<file path="config.mk">
export PLATFORM = sky130hd
export DESIGN_NAME = linear_interp_resampler
export DESIGN_NICKNAME = d
export VERILOG_FILES = /design/src/rtl/lir_pkg.sv /design/src/rtl/lir_ctrl.sv /design/src/rtl/lir_dp.sv /design/src/rtl/linear_interp_resampler.sv
export SDC_FILE = /design/constraint.sdc
export NUM_CORES = 1
export LEC_CHECK = 0
export BUFFER_PORTS_ARGS = -buffer_cell sky130_fd_sc_hd__buf_2
export CELL_PAD_IN_SITES_DETAIL_PLACEMENT = 1
export CELL_PAD_IN_SITES_GLOBAL_PLACEMENT = 1
export CORE_ASPECT_RATIO = 1.4
export CORE_MARGIN = 2
export CORE_UTILIZATION = 51
export DETAILED_ROUTE_END_ITERATION = 8
export PLACE_DENSITY_LB_ADDON = 0.2
export SETUP_SLACK_MARGIN = 0.2
export SLEW_MARGIN = 15
export SYNTH_ARGS = -nofsm -noshare
export SYNTH_HDL_FRONTEND = slang
export SYNTH_HIERARCHICAL = 1
export SYNTH_SLANG_ARGS = --single-unit
</file>
<file path="constraint.sdc">
create_clock -name clk -period 9 [get_ports clk]
set_input_delay 0.9 -clock clk [delete_from_list [all_inputs] [get_ports clk]]
set_output_delay 0.9 -clock clk [all_outputs]
set_load 0.005 [all_outputs]
</file>
<file path="src/rtl/lir_pkg.sv">
// ----------------------------------------------------------------------------
// lir_pkg
// Shared widths, constants and controller/datapath interface types for the
// linear interpolation resampler.
// ----------------------------------------------------------------------------
package lir_pkg;

  localparam int SAMPLE_W = 16;
  localparam int STEP_W   = 21;
  localparam int FRAC_W   = 16;
  localparam int SUM_W    = STEP_W + 1;

  localparam logic [STEP_W-1:0] ONE_Q16    = STEP_W'(65536);
  localparam logic [STEP_W-1:0] STEP_RESET = STEP_W'(65536);

  // Commands from the controller to the datapath
  typedef struct packed {
    logic take_prev;  // prev <= input sample (no-output cases)
    logic skip;       // phase drops by one (downsampling skip)
    logic start;      // latch input sample, load working phase
    logic emit;       // load output register, advance working phase
    logic emit_unit;  // pass the latched sample straight through
    logic last;       // this output closes the run
    logic finish;     // commit prev and phase at end of run
  } lir_cmd_t;

  // Status from the datapath to the controller
  typedef struct packed {
    logic step_zero;
    logic step_unit;
    logic phase_ge_one;
    logic sum_ge_one;
  } lir_status_t;

endpackage

</file>
<file path="src/rtl/lir_ctrl.sv">
// ----------------------------------------------------------------------------
// lir_ctrl
// Sequencer for the resampler: accepts items, runs one output per cycle
// while the output register is free, and tracks output valid.
// ----------------------------------------------------------------------------
module lir_ctrl import lir_pkg::*; #(
  parameter int MAX_UPSAMPLE = 16
) (
  input  logic        clk,
  input  logic        rst,
  input  logic        in_valid,
  output logic        in_stall,
  output logic        out_valid,
  input  logic        out_stall,
  input  lir_status_t status,
  output lir_cmd_t    cmd
);

  localparam int CNT_W = (MAX_UPSAMPLE > 1) ? $clog2(MAX_UPSAMPLE) : 1;
  localparam logic [CNT_W-1:0] CNT_LAST = CNT_W'(MAX_UPSAMPLE - 1);

  typedef enum logic {
    S_IDLE,
    S_RUN
  } state_t;

  state_t           state, state_next;
  logic [CNT_W-1:0] count, count_next;
  logic             unit, unit_next;
  logic             out_valid_next;
  logic             accept;
  logic             slot_free;

  assign in_stall  = (state != S_IDLE);
  assign accept    = in_valid && !in_stall;
  assign slot_free = !out_valid || !out_stall;

  // Decode state into datapath commands
  always_comb begin
    cmd        = '0;
    state_next = state;
    count_next = count;
    unit_next  = unit;
    case (state)
      S_IDLE: begin
        if (accept) begin
          if (status.step_zero) begin
            cmd.take_prev = 1'b1;
          end else if (status.step_unit) begin
            cmd.start  = 1'b1;
            unit_next  = 1'b1;
            count_next = '0;
            state_next = S_RUN;
          end else if (status.phase_ge_one) begin
            cmd.take_prev = 1'b1;
            cmd.skip      = 1'b1;
          end else begin
            cmd.start  = 1'b1;
            unit_next  = 1'b0;
            count_next = '0;
            state_next = S_RUN;
          end
        end
      end
      S_RUN: begin
        if (slot_free) begin
          cmd.emit      = 1'b1;
          cmd.emit_unit = unit;
          cmd.last      = unit || status.sum_ge_one || (count == CNT_LAST);
          if (cmd.last) begin
            cmd.finish = 1'b1;
            state_next = S_IDLE;
          end else begin
            count_next = count + CNT_W'(1);
          end
        end
      end
      default: begin
        state_next = S_IDLE;
      end
    endcase
  end

  // Hold output valid until taken; set on each emit
  always_comb begin
    if (cmd.emit) begin
      out_valid_next = 1'b1;
    end else if (!out_stall) begin
      out_valid_next = 1'b0;
    end else begin
      out_valid_next = out_valid;
    end
  end

  // State and registered outputs
  always_ff @(posedge clk) begin
    if (rst) begin
      state     <= S_IDLE;
      count     <= '0;
      unit      <= 1'b0;
      out_valid <= 1'b0;
    end else begin
      state     <= state_next;
      count     <= count_next;
      unit      <= unit_next;
      out_valid <= out_valid_next;
    end
  end

endmodule

</file>
<file path="src/rtl/lir_dp.sv">
// ----------------------------------------------------------------------------
// lir_dp
// Resampler datapath: step register, previous sample, phase accumulator,
// one-multiplier interpolator and the output register.
// ----------------------------------------------------------------------------
module lir_dp import lir_pkg::*; (
  input  logic                       clk,
  input  logic                       rst,
  input  logic                       cfg_we,
  input  logic [STEP_W-1:0]          cfg_wdata,
  input  logic signed [SAMPLE_W-1:0] in_sample,
  input  lir_cmd_t                   cmd,
  output lir_status_t                status,
  output logic signed [SAMPLE_W-1:0] out_sample,
  output logic                       run_last
);

  localparam int PROD_W = 2 * (SAMPLE_W + 1);

  logic [STEP_W-1:0]          rate_step;
  logic [STEP_W-1:0]          phase_acc;
  logic signed [SAMPLE_W-1:0] prev_sample;
  logic signed [SAMPLE_W-1:0] x_reg;
  logic [FRAC_W-1:0]          ph_work;

  logic [SUM_W-1:0]           ph_sum;
  logic signed [SAMPLE_W:0]   diff;
  logic signed [PROD_W-1:0]   prod;
  logic signed [PROD_W-1:0]   acc;
  logic signed [SAMPLE_W-1:0] interp;

  // Advance phase by one step
  assign ph_sum = SUM_W'(ph_work) + SUM_W'(rate_step);

  assign status.step_zero    = (rate_step == '0);
  assign status.step_unit    = (rate_step == ONE_Q16);
  assign status.phase_ge_one = (phase_acc[STEP_W-1:FRAC_W] != '0);
  assign status.sum_ge_one   = (ph_sum[SUM_W-1:FRAC_W] != '0);

  // prev + (x - prev) * phase, rounded to nearest with ties up
  assign diff   = (SAMPLE_W+1)'(x_reg) - (SAMPLE_W+1)'(prev_sample);
  assign prod   = PROD_W'(diff) * $signed({1'b0, ph_work});
  assign acc    = prod + (PROD_W'(prev_sample) <<< FRAC_W)
                + PROD_W'(32'sd32768);
  assign interp = acc[FRAC_W +: SAMPLE_W];

  // Configuration and carried state
  always_ff @(posedge clk) begin
    if (rst) begin
      rate_step   <= STEP_RESET;
      phase_acc   <= '0;
      prev_sample <= '0;
    end else begin
      if (cfg_we) begin
        rate_step <= cfg_wdata;
      end
      if (cmd.take_prev) begin
        prev_sample <= in_sample;
      end
      if (cmd.skip) begin
        phase_acc <= phase_acc - ONE_Q16;
      end
      if (cmd.finish) begin
        prev_sample <= x_reg;
        if (!cmd.emit_unit) begin
          // drop leftover outputs and restart at zero when capped
          phase_acc <= status.sum_ge_one ? STEP_W'(ph_sum - SUM_W'(ONE_Q16)) : '0;
        end
      end
    end
  end

  // Working registers and output register
  always_ff @(posedge clk) begin
    if (cmd.start) begin
      x_reg   <= in_sample;
      ph_work <= phase_acc[FRAC_W-1:0];
    end else if (cmd.emit) begin
      ph_work <= ph_sum[FRAC_W-1:0];
    end
    if (cmd.emit) begin
      out_sample <= cmd.emit_unit ? x_reg : interp;
      run_last   <= cmd.last;
    end
  end

endmodule

</file>
<file path="src/rtl/linear_interp_resampler.sv">
// ----------------------------------------------------------------------------
// linear_interp_resampler
// One-channel fractional-rate resampler by linear interpolation, with
// signed Q1.15 samples and a Q16 phase accumulator.
//
//   channel | direction | handshake             | payload
//   --------+-----------+-----------------------+----------------------
//   in      | input     | in_valid / in_stall   | in_sample
//   out     | output    | out_valid / out_stall | out_sample, run_last
//   cfg     | input     | cfg_we                | cfg_wdata (rate_step)
//
// An item is taken while idle, then its outputs leave one per cycle from a
// single output register while the output is not stalled, and the input is
// stalled until the last of them (up to MAX_UPSAMPLE outputs per item);
// zero-step and skip items are taken without a run. The output run is
// paced by the single output register. Reset is synchronous and sets the
// step to 1.0 and clears the phase and previous sample. A stall on the
// output holds the run in place.
// ----------------------------------------------------------------------------
module linear_interp_resampler import lir_pkg::*; #(
  parameter int MAX_UPSAMPLE = 16
) (
  input  logic                       clk,
  input  logic                       rst,
  input  logic                       cfg_we,
  input  logic [STEP_W-1:0]          cfg_wdata,
  input  logic                       in_valid,
  output logic                       in_stall,
  input  logic signed [SAMPLE_W-1:0] in_sample,
  output logic                       out_valid,
  input  logic                       out_stall,
  output logic signed [SAMPLE_W-1:0] out_sample,
  output logic                       run_last
);

  lir_cmd_t    cmd;
  lir_status_t status;

  // Sequencer
  lir_ctrl #(
    .MAX_UPSAMPLE (MAX_UPSAMPLE)
  ) u_ctrl (
    .clk       (clk),
    .rst       (rst),
    .in_valid  (in_valid),
    .in_stall  (in_stall),
    .out_valid (out_valid),
    .out_stall (out_stall),
    .status    (status),
    .cmd       (cmd)
  );

  // Arithmetic and state
  lir_dp u_dp (
    .clk        (clk),
    .rst        (rst),
    .cfg_we     (cfg_we),
    .cfg_wdata  (cfg_wdata),
    .in_sample  (in_sample),
    .cmd        (cmd),
    .status     (status),
    .out_sample (out_sample),
    .run_last   (run_last)
  );

`ifndef SYNTH
  // Idle with a pending output means that output closes its run
  a_idle_last: assert property (@(posedge clk) disable iff (rst)
    (!in_stall && out_valid) |-> run_last)
    else $error("pending output in idle is not marked last");

  // Busy only after an accepted item
  a_busy_after_accept: assert property (@(posedge clk) disable iff (rst)
    $rose(in_stall) |-> $past(in_valid))
    else $error("input stalled without an accepted item");

  // Never overwrite a waiting output
  a_no_overwrite: assert property (@(posedge clk) disable iff (rst)
    cmd.emit |-> (!out_valid || !out_stall))
    else $error("output register overwritten while stalled");
`endif

endmodule
</file>
==> results of run 1 <==
-- per-layer routing --
metal  routed length, um  vias to the layer above  GRT usage  part of all wire
met5                  13                        -          0           0.00025
met4                2410                        2      0.142             0.046
met3                1790                      122     0.0397             0.034
met2               28200                      334      0.567              0.54
met1               19700                     7244      0.339              0.38
li1                    -                     6306          -                 -
-- area by class of cell --
class                           instances  area [sq um]  area share
Clock buffer                           22           444      0.0231
Clock inverter                         10           111     0.00580
Tap cell                              456           571      0.0297
Multi-Input combinational cell       1365         13200       0.687
Sequential cell                       114          2770       0.144
Timing Repair Buffer                   97           578      0.0301
Inverter                              407          1530      0.0795
-- cells in the final DEF, fill, tap and decap left out, types with 12 or more instances in the layout --
cell type                   instances
sky130_fd_sc_hd__inv_1            407
sky130_fd_sc_hd__fa_1             285
sky130_fd_sc_hd__nand2_1          164
sky130_fd_sc_hd__and2_1           137
sky130_fd_sc_hd__ha_1             129
sky130_fd_sc_hd__nor2_1            89
sky130_fd_sc_hd__dfxtp_1           65
sky130_fd_sc_hd__buf_2             60
sky130_fd_sc_hd__a21oi_1           58
sky130_fd_sc_hd__o21ai_0           52
sky130_fd_sc_hd__edfxtp_1          49
sky130_fd_sc_hd__xnor2_1           41
sky130_fd_sc_hd__nand3_1           39
sky130_fd_sc_hd__nor2b_1           38
sky130_fd_sc_hd__buf_4             37
sky130_fd_sc_hd__mux2i_1           34
sky130_fd_sc_hd__xor2_1            26
sky130_fd_sc_hd__o211ai_1          22
sky130_fd_sc_hd__nor3_1            20
sky130_fd_sc_hd__and3_1            18
sky130_fd_sc_hd__clkbuf_16         17
sky130_fd_sc_hd__nand2b_1          16
sky130_fd_sc_hd__a21o_1            13
sky130_fd_sc_hd__nor4_1            12
-- cells by family (layout without fill, tap and decap cells) --
logic type / count (synthesis) / in the layout / synth area share
multiplexers: 39 / 39 / 0.0222
flip-flops: 114 / 114 / 0.155
AO/OA/AOI/OAI: 264 / 264 / 0.104
AND/OR/NAND/NOR: 576 / 576 / 0.165
XOR/XNOR: 71 / 71 / 0.0349
buffers and inverters: 496 / 536 / 0.107
adder cells (fa/ha/maj): 415 / 415 / 0.411
-- worst max-delay path by stage --
| stage | from | to | slack [ps] | cells past startpoint |
|---|---|---|---|---|
| detailed placement | u_dp/prev_sample[1]$_SDFFE_PP0P_ | u_dp/out_sample[15]$_DFFE_PP_ | 510 | 27 |
| global placement | u_dp/prev_sample[1]$_SDFFE_PP0P_ | u_dp/out_sample[15]$_DFFE_PP_ | 550 | 27 |
| CTS | u_dp/x_reg[0]$_DFFE_PP_ | u_dp/out_sample[15]$_DFFE_PP_ | 430 | 31 |
| finish | u_dp/x_reg[0]$_DFFE_PP_ | u_dp/out_sample[15]$_DFFE_PP_ | 580 | 30 |
| floorplan | u_dp/prev_sample[2]$_SDFFE_PP0P_ | u_dp/out_sample[15]$_DFFE_PP_ | 1260 | 30 |
| global route | u_dp/x_reg[0]$_DFFE_PP_ | u_dp/out_sample[15]$_DFFE_PP_ | 200 | 31 |
-- repair_timing --
action / in CTS / in global routing
setup endpoints to repair: 0 / 5
buffers inserted: 0 / 2
resized for setup: 0 / 8
-- worst max-delay path, delay by kind of cell, from the launching register on --
kind	cells	cell delay, ps
flip-flops	1	360
buffers and inverters	5	400
AO/OA/AOI/OAI	10	2100
AND/OR/NAND/NOR	6	1330
adder cells (fa/ha/maj)	9	4110
-- per-stage QoR --
stage          utilization  cell area [sq um]  setup WS (ps)
2_1_floorplan            -              17800           1260
3_3_place_gp         0.537              18600            553
4_1_cts              0.553              19200            428
5_1_grt              0.554              19200            198
3_5_place_dp         0.537              18600            507
6_report             0.554              19200            582
==> flow_summary_export.csv, run 1 <==
group,metric,value,unit
global_routing,grt_start_max_net_pins,43,
synthesis,ys_seq_elements,114,
detailed_routing,vias_per_std_cell,5.67,
timing,highest_clock_rate,119,MHz
hold_path,hold_path.class,"flop to flop",
timing,slew_headroom,0.298,
synthesis,synth_common_cells,"sky130_fd_sc_hd__inv_1 (407), sky130_fd_sc_hd__fa_1 (286), sky130_fd_sc_hd__nand2_1 (164)",
critical_path,worst-r2r-setup-slack,580,ps
hold_path,min_to,"u_dp/phase_acc[3]$_SDFFE_PP0P_",
synthesis,syn_area_per_cell,9.03,sq um
synthesis,synth_edf_count,49,
synthesis,synth-async-reset-ratio,0,
detailed_routing,vias,14008,
detailed_routing,drc_errors,0,
clock_network,insertion_delay,430,ps
critical_path,crit_path_top_delay_cell,"sky130_fd_sc_hd__fa_2",
finish,design.final.nets,2459,
critical_path,critical_path_arrival,8720,ps
detailed_routing,postRouteWirelength,52100,um
critical_path,setup.worst_path.start_class,"flop",
timing,timing_hold_violations_final,0,
finish,fraction_of_layout_instances_using_a_drive_strength_above_1,0.0849,
die,io_pins,61,
global_routing,grtUsageTotal,0.304,
synthesis,synth.cell_area,0.0178,sq mm
finish,final_cells,2471,
timing,timing.final.setup_violations,0,
outcome,outcome,"completed",
synthesis,synth_ff_type,"sky130_fd_sc_hd__dfxtp_1",
critical_path,worstSetupPathType,"flop to flop",
synthesis,postSynthNetCount,2432,
detailed_routing,drt_first_pass_iters,5,
die,effective_utilization_at_floorplan,0.515,
critical_path,cpMostUsedCell,"sky130_fd_sc_hd__fa_1",
clock_network,clock-root-buffer,"sky130_fd_sc_hd__clkbuf_16",
critical_path,critPathMaxStageDelay,550,ps
timing,final_min_period_over_clock_period,0.935,
finish,nFillCells,4111,
clock_network,cts.clk_slew.worst_paths,50,ps
timing,fin_worst_skew,9.96,ps
finish,largestRegisters,"u_dp/phase_acc (21), u_dp/rate_step (21)",
timing,grt_setup_unrepaired,"no",
die,floorplan.die.width,162,um
synthesis,syn-instance-count,1975,
timing,totalNegativeSetupSlack,0,ps
clock_network,h-tree-depth,4,
detailed_routing,routed_antenna_nets,0,
synthesis,fraction_of_the_yosys_area_taken_by_sequential_cells,0.155,
synthesis,synth_cell_type_count,82,
global_routing,wire_length_of_the_first_global_routing_pass,85300,um
global_routing,grt_pass1_vias,16233,
synthesis,yosys-top-cells-area,"sky130_fd_sc_hd__fa_1 (32%), sky130_fd_sc_hd__ha_1 (9.0%), sky130_fd_sc_hd__inv_1 (8.6%), sky130_fd_sc_hd__edfxtp_1 (8.2%), sky130_fd_sc_hd__dfxtp_1 (7.3%)",
critical_path,endpoint_required_time_on_the_critical_path,9300,ps
clock_network,cts_num_sinks,114,
timing,worst_slew_pin_slew,1050,ps
synthesis,netlist.top_cell.by_area,"sky130_fd_sc_hd__fa_1",
critical_path,critPathCaptureType,"flop",
critical_path,worst-path-max-fanout,17,
timing,min_period,8420,ps
critical_path,r2r.worst_path.cells,30,
timing,report.final.slew_viol_count,0,
clock_network,clock_tree_from_tritoncts,"yes",
timing,holdWs,446,ps
die,floorplan.rows,81,
finish,num_antenna_cells,0,
hold_path,min_path_cells,2,
clock_network,cts_inserted_buffers,17,
hold_path,hp-start,"u_dp/phase_acc[3]$_SDFFE_PP0P_",
critical_path,critical_path.reg2reg.startpoint,"u_dp/x_reg[0]$_DFFE_PP_",
global_routing,antenna_violations_before_repair,2,
die,die-height,225,um
place,place_hpwl,41900,um
synthesis,synth-warning-count,6,
place,dp.cells,2437,
clock_network,clockBufferDepth,2,
flow_run,cap_viol_max_count,0,
place,gp_congestion,0.904,
synthesis,synth.most_common_cell,"sky130_fd_sc_hd__inv_1",
die,design.core.area,0.0347,sq mm
clock_network,cts_hold_buf,0,
global_routing,grt_overflow_total,0,
synthesis,synth_top_area_share,0.321,
finish,area_delta_synth_final,7.71,%
detailed_routing,drt_first_iter_violations,717,
die,die_area,0.0365,sq mm
place,io_buffer_count,60,
critical_path,r2r-end,"u_dp/out_sample[15]$_DFFE_PP_",
detailed_routing,avgRoutedWirePerCell,21.1,um
Power of run 1 is left out: the tool's default activity adds up to more than one toggle a clock period on the data nets, which glitch-free logic cannot reach.
==> run 2: changes to the inputs <==
--- a/config.mk
+++ b/config.mk
@@ -12,7 +12,7 @@
 export CORE_MARGIN = 2
 export CORE_UTILIZATION = 51
 export DETAILED_ROUTE_END_ITERATION = 8
-export PLACE_DENSITY_LB_ADDON = 0.2
+export PLACE_DENSITY = 0.87
 export SETUP_SLACK_MARGIN = 0.2
 export SLEW_MARGIN = 15
 export SYNTH_ARGS = -nofsm -noshare
==> flow_summary_export.csv, run 2 (synthesis gave the netlist of run 1 again) <==
group,metric,value,unit
detailed_routing,drt_first_iter_violations,966,
finish,final_cells,2465,
global_routing,antenna_violations_before_repair,0,
global_routing,grtUsageTotal,0.334,
detailed_routing,met1Wirelength,20000,um
finish,area_delta_synth_final,8.35,%
clock_network,clock_tree_from_tritoncts,"yes",
timing,worst_slew_pin_slew,1090,ps
place,place_hpwl,45000,um
timing,min_period,8660,ps
die,die-height,225,um
global_routing,grt_overflow_total,0,
clock_network,cts_inserted_buffers,17,
place,io_buffer_count,60,
hold_path,hold_path.class,"flop to flop",
finish,design.final.nets,2453,
critical_path,critical_path_arrival,8960,ps
detailed_routing,drt_first_pass_iters,5,
die,effective_utilization_at_floorplan,0.515,
die,floorplan.rows,81,
timing,timing_hold_violations_final,0,
clock_network,insertion_delay,440,ps
detailed_routing,vias,14799,
critical_path,critical_path.reg2reg.startpoint,"u_dp/prev_sample[1]$_SDFFE_PP0P_",
detailed_routing,postRouteWirelength,58800,um
critical_path,critPathCaptureType,"flop",
timing,report.final.slew_viol_count,0,
critical_path,r2r.worst_path.cells,32,
detailed_routing,drc_errors,0,
critical_path,critPathMaxStageDelay,550,ps
finish,fraction_of_layout_instances_using_a_drive_strength_above_1,0.0891,
timing,finalWorstSetupSlack,339,ps
timing,timing.final.setup_violations,0,
critical_path,path_depth,32,
critical_path,worst-r2r-setup-slack,340,ps
critical_path,r2r-end,"u_dp/out_sample[15]$_DFFE_PP_",
detailed_routing,vias_per_std_cell,6.00,
detailed_routing,wl_met2,31000,um
die,die_area,0.0365,sq mm
detailed_routing,top_layer,"met4",
die,floorplan.die.width,162,um
finish,largestRegisters,"u_dp/phase_acc (21), u_dp/rate_step (21)",
die,io_pins,61,
timing,highest_clock_rate,115,MHz
critical_path,worstSetupPathType,"flop to flop",
critical_path,critical_path.top_delay_family,"adder cells",
outcome,outcome,"completed",
global_routing,grt_pass1_vias,17240,
flow_run,cap_viol_max_count,0,
clock_network,h-tree-depth,4,
global_routing,wire_length_of_the_first_global_routing_pass,92100,um
place,dp.cells,2431,
finish,layout_common_cells,"sky130_fd_sc_hd__inv_1 (407), sky130_fd_sc_hd__fa_1 (285), sky130_fd_sc_hd__nand2_1 (164)",
critical_path,crit_buf_inv,6,
critical_path,crit_path_top_delay_cell,"sky130_fd_sc_hd__fa_1",
place,postPlaceCellArea,0.0186,sq mm
timing,fin_worst_skew,10.8,ps
timing,final_min_period_over_clock_period,0.962,
critical_path,timing.critical_path.to,"u_dp/out_sample[15]$_DFFE_PP_",
critical_path,setup.worst_path.start_class,"flop",
timing,grt_setup_unrepaired,"no",
timing,slew_headroom,0.269,
clock_network,cts.clk_slew.worst_paths,60,ps
finish,num_antenna_cells,0,
global_routing,grt_start_max_net_pins,47,
detailed_routing,avgRoutedWirePerCell,23.9,um
finish,final_design_area_no_fill,0.0193,sq mm
critical_path,worst-path-max-fanout,17,
timing,totalNegativeSetupSlack,0,ps
clock_network,cts_hold_buf,0,
die,design.core.area,0.0347,sq mm
critical_path,endpoint_required_time_on_the_critical_path,9300,ps
clock_network,cts_num_sinks,114,
place,preCtsSetupSlack,278,ps
finish,nFillCells,4034,
detailed_routing,routed_antenna_nets,0,
critical_path,setup.worst_path.start,"u_dp/prev_sample[1]$_SDFFE_PP0P_",
place,gp_congestion,0.896,
clock_network,clockBufferDepth,2,
detailed_routing,route.met3.wl,2980,um
finish,layout_commonest_cell,"sky130_fd_sc_hd__inv_1",
clock_network,clock-root-buffer,"sky130_fd_sc_hd__clkbuf_16",
run 2: cell types whose count changed in the layout (fill, tap and decap cells not counted), moves of 2 or more:
| cell | previous run | this run |
|---|---|---|
| sky130_fd_sc_hd__a21oi_1 | 58 | 56 |
| sky130_fd_sc_hd__buf_4 | 37 | 31 |
| sky130_fd_sc_hd__xnor2_1 | 41 | 39 |
| sky130_fd_sc_hd__clkinvlp_4 | 3 | 1 |
| sky130_fd_sc_hd__o311ai_2 | 0 | 2 |
| sky130_fd_sc_hd__clkbuf_16 | 17 | 20 |
| sky130_fd_sc_hd__o311ai_1 | 10 | 8 |
| sky130_fd_sc_hd__a21oi_2 | 2 | 4 |
| sky130_fd_sc_hd__clkinv_2 | 4 | 2 |
run 2: worst min path at each step:
stage	startpoint	to	slack, ps	depth (start not counted)
3_5_place_dp	u_dp/phase_acc[8]$_SDFFE_PP0P_	u_dp/phase_acc[8]$_SDFFE_PP0P_	450	2
5_1_grt	u_dp/phase_acc[3]$_SDFFE_PP0P_	u_dp/phase_acc[3]$_SDFFE_PP0P_	490	2
6_report	u_dp/phase_acc[3]$_SDFFE_PP0P_	u_dp/phase_acc[3]$_SDFFE_PP0P_	460	2
4_1_cts	u_dp/phase_acc[3]$_SDFFE_PP0P_	u_dp/phase_acc[3]$_SDFFE_PP0P_	460	2
3_3_place_gp	u_dp/phase_acc[11]$_SDFFE_PP0P_	u_dp/phase_acc[11]$_SDFFE_PP0P_	440	2
2_1_floorplan	u_dp/phase_acc[15]$_SDFFE_PP0P_	u_dp/phase_acc[15]$_SDFFE_PP0P_	430	2
run 2: routing by layer:
layer	vias to the layer above	global-route usage
met3	302	0.0515
met4	0	0.247
met1	7578	0.348
met2	626	0.602
met5	-	0
li1	6293	-
run 2: through the flow:
stage | hold slack [ps] | utilization
after floorplan | 426 | -
after global placement | 435 | 0.536
after detailed placement | 449 | 0.536
after CTS | 463 | 0.554
after global routing | 487 | 0.558
final | 459 | 0.558
run 2: cell type report:
class | count | area, sq um | area share
clock buffer | 25 | 529 | 0.0274
clock inverter | 7 | 114 | 0.00589
inverter | 407 | 1530 | 0.0790
multi-input combinational | 1365 | 13300 | 0.687
sequential | 114 | 2770 | 0.144
tap | 456 | 571 | 0.0295
timing repair buffer | 91 | 533 | 0.0276
run 2: worst register-to-register path: cells and delay by family (launching register included):
| family | cells | cell delay (ps) |
|---|---|---|
| AND/OR/NAND/NOR | 3 | 700 |
| adder cells (fa/ha/maj) | 8 | 3620 |
| flip-flops | 1 | 380 |
| AO/OA/AOI/OAI | 15 | 3220 |
| buffers and inverters | 6 | 590 |
run 2: what timing repair did:
action                                  in CTS  in global routing
endpoints found under the setup margin       1                 13
hold endpoints to repair                     0                  0
gates resized for setup                      2                 21
pin swaps                                    0                  5
setup buffers                                0                  2
Power of run 2 is left out for the same reason.
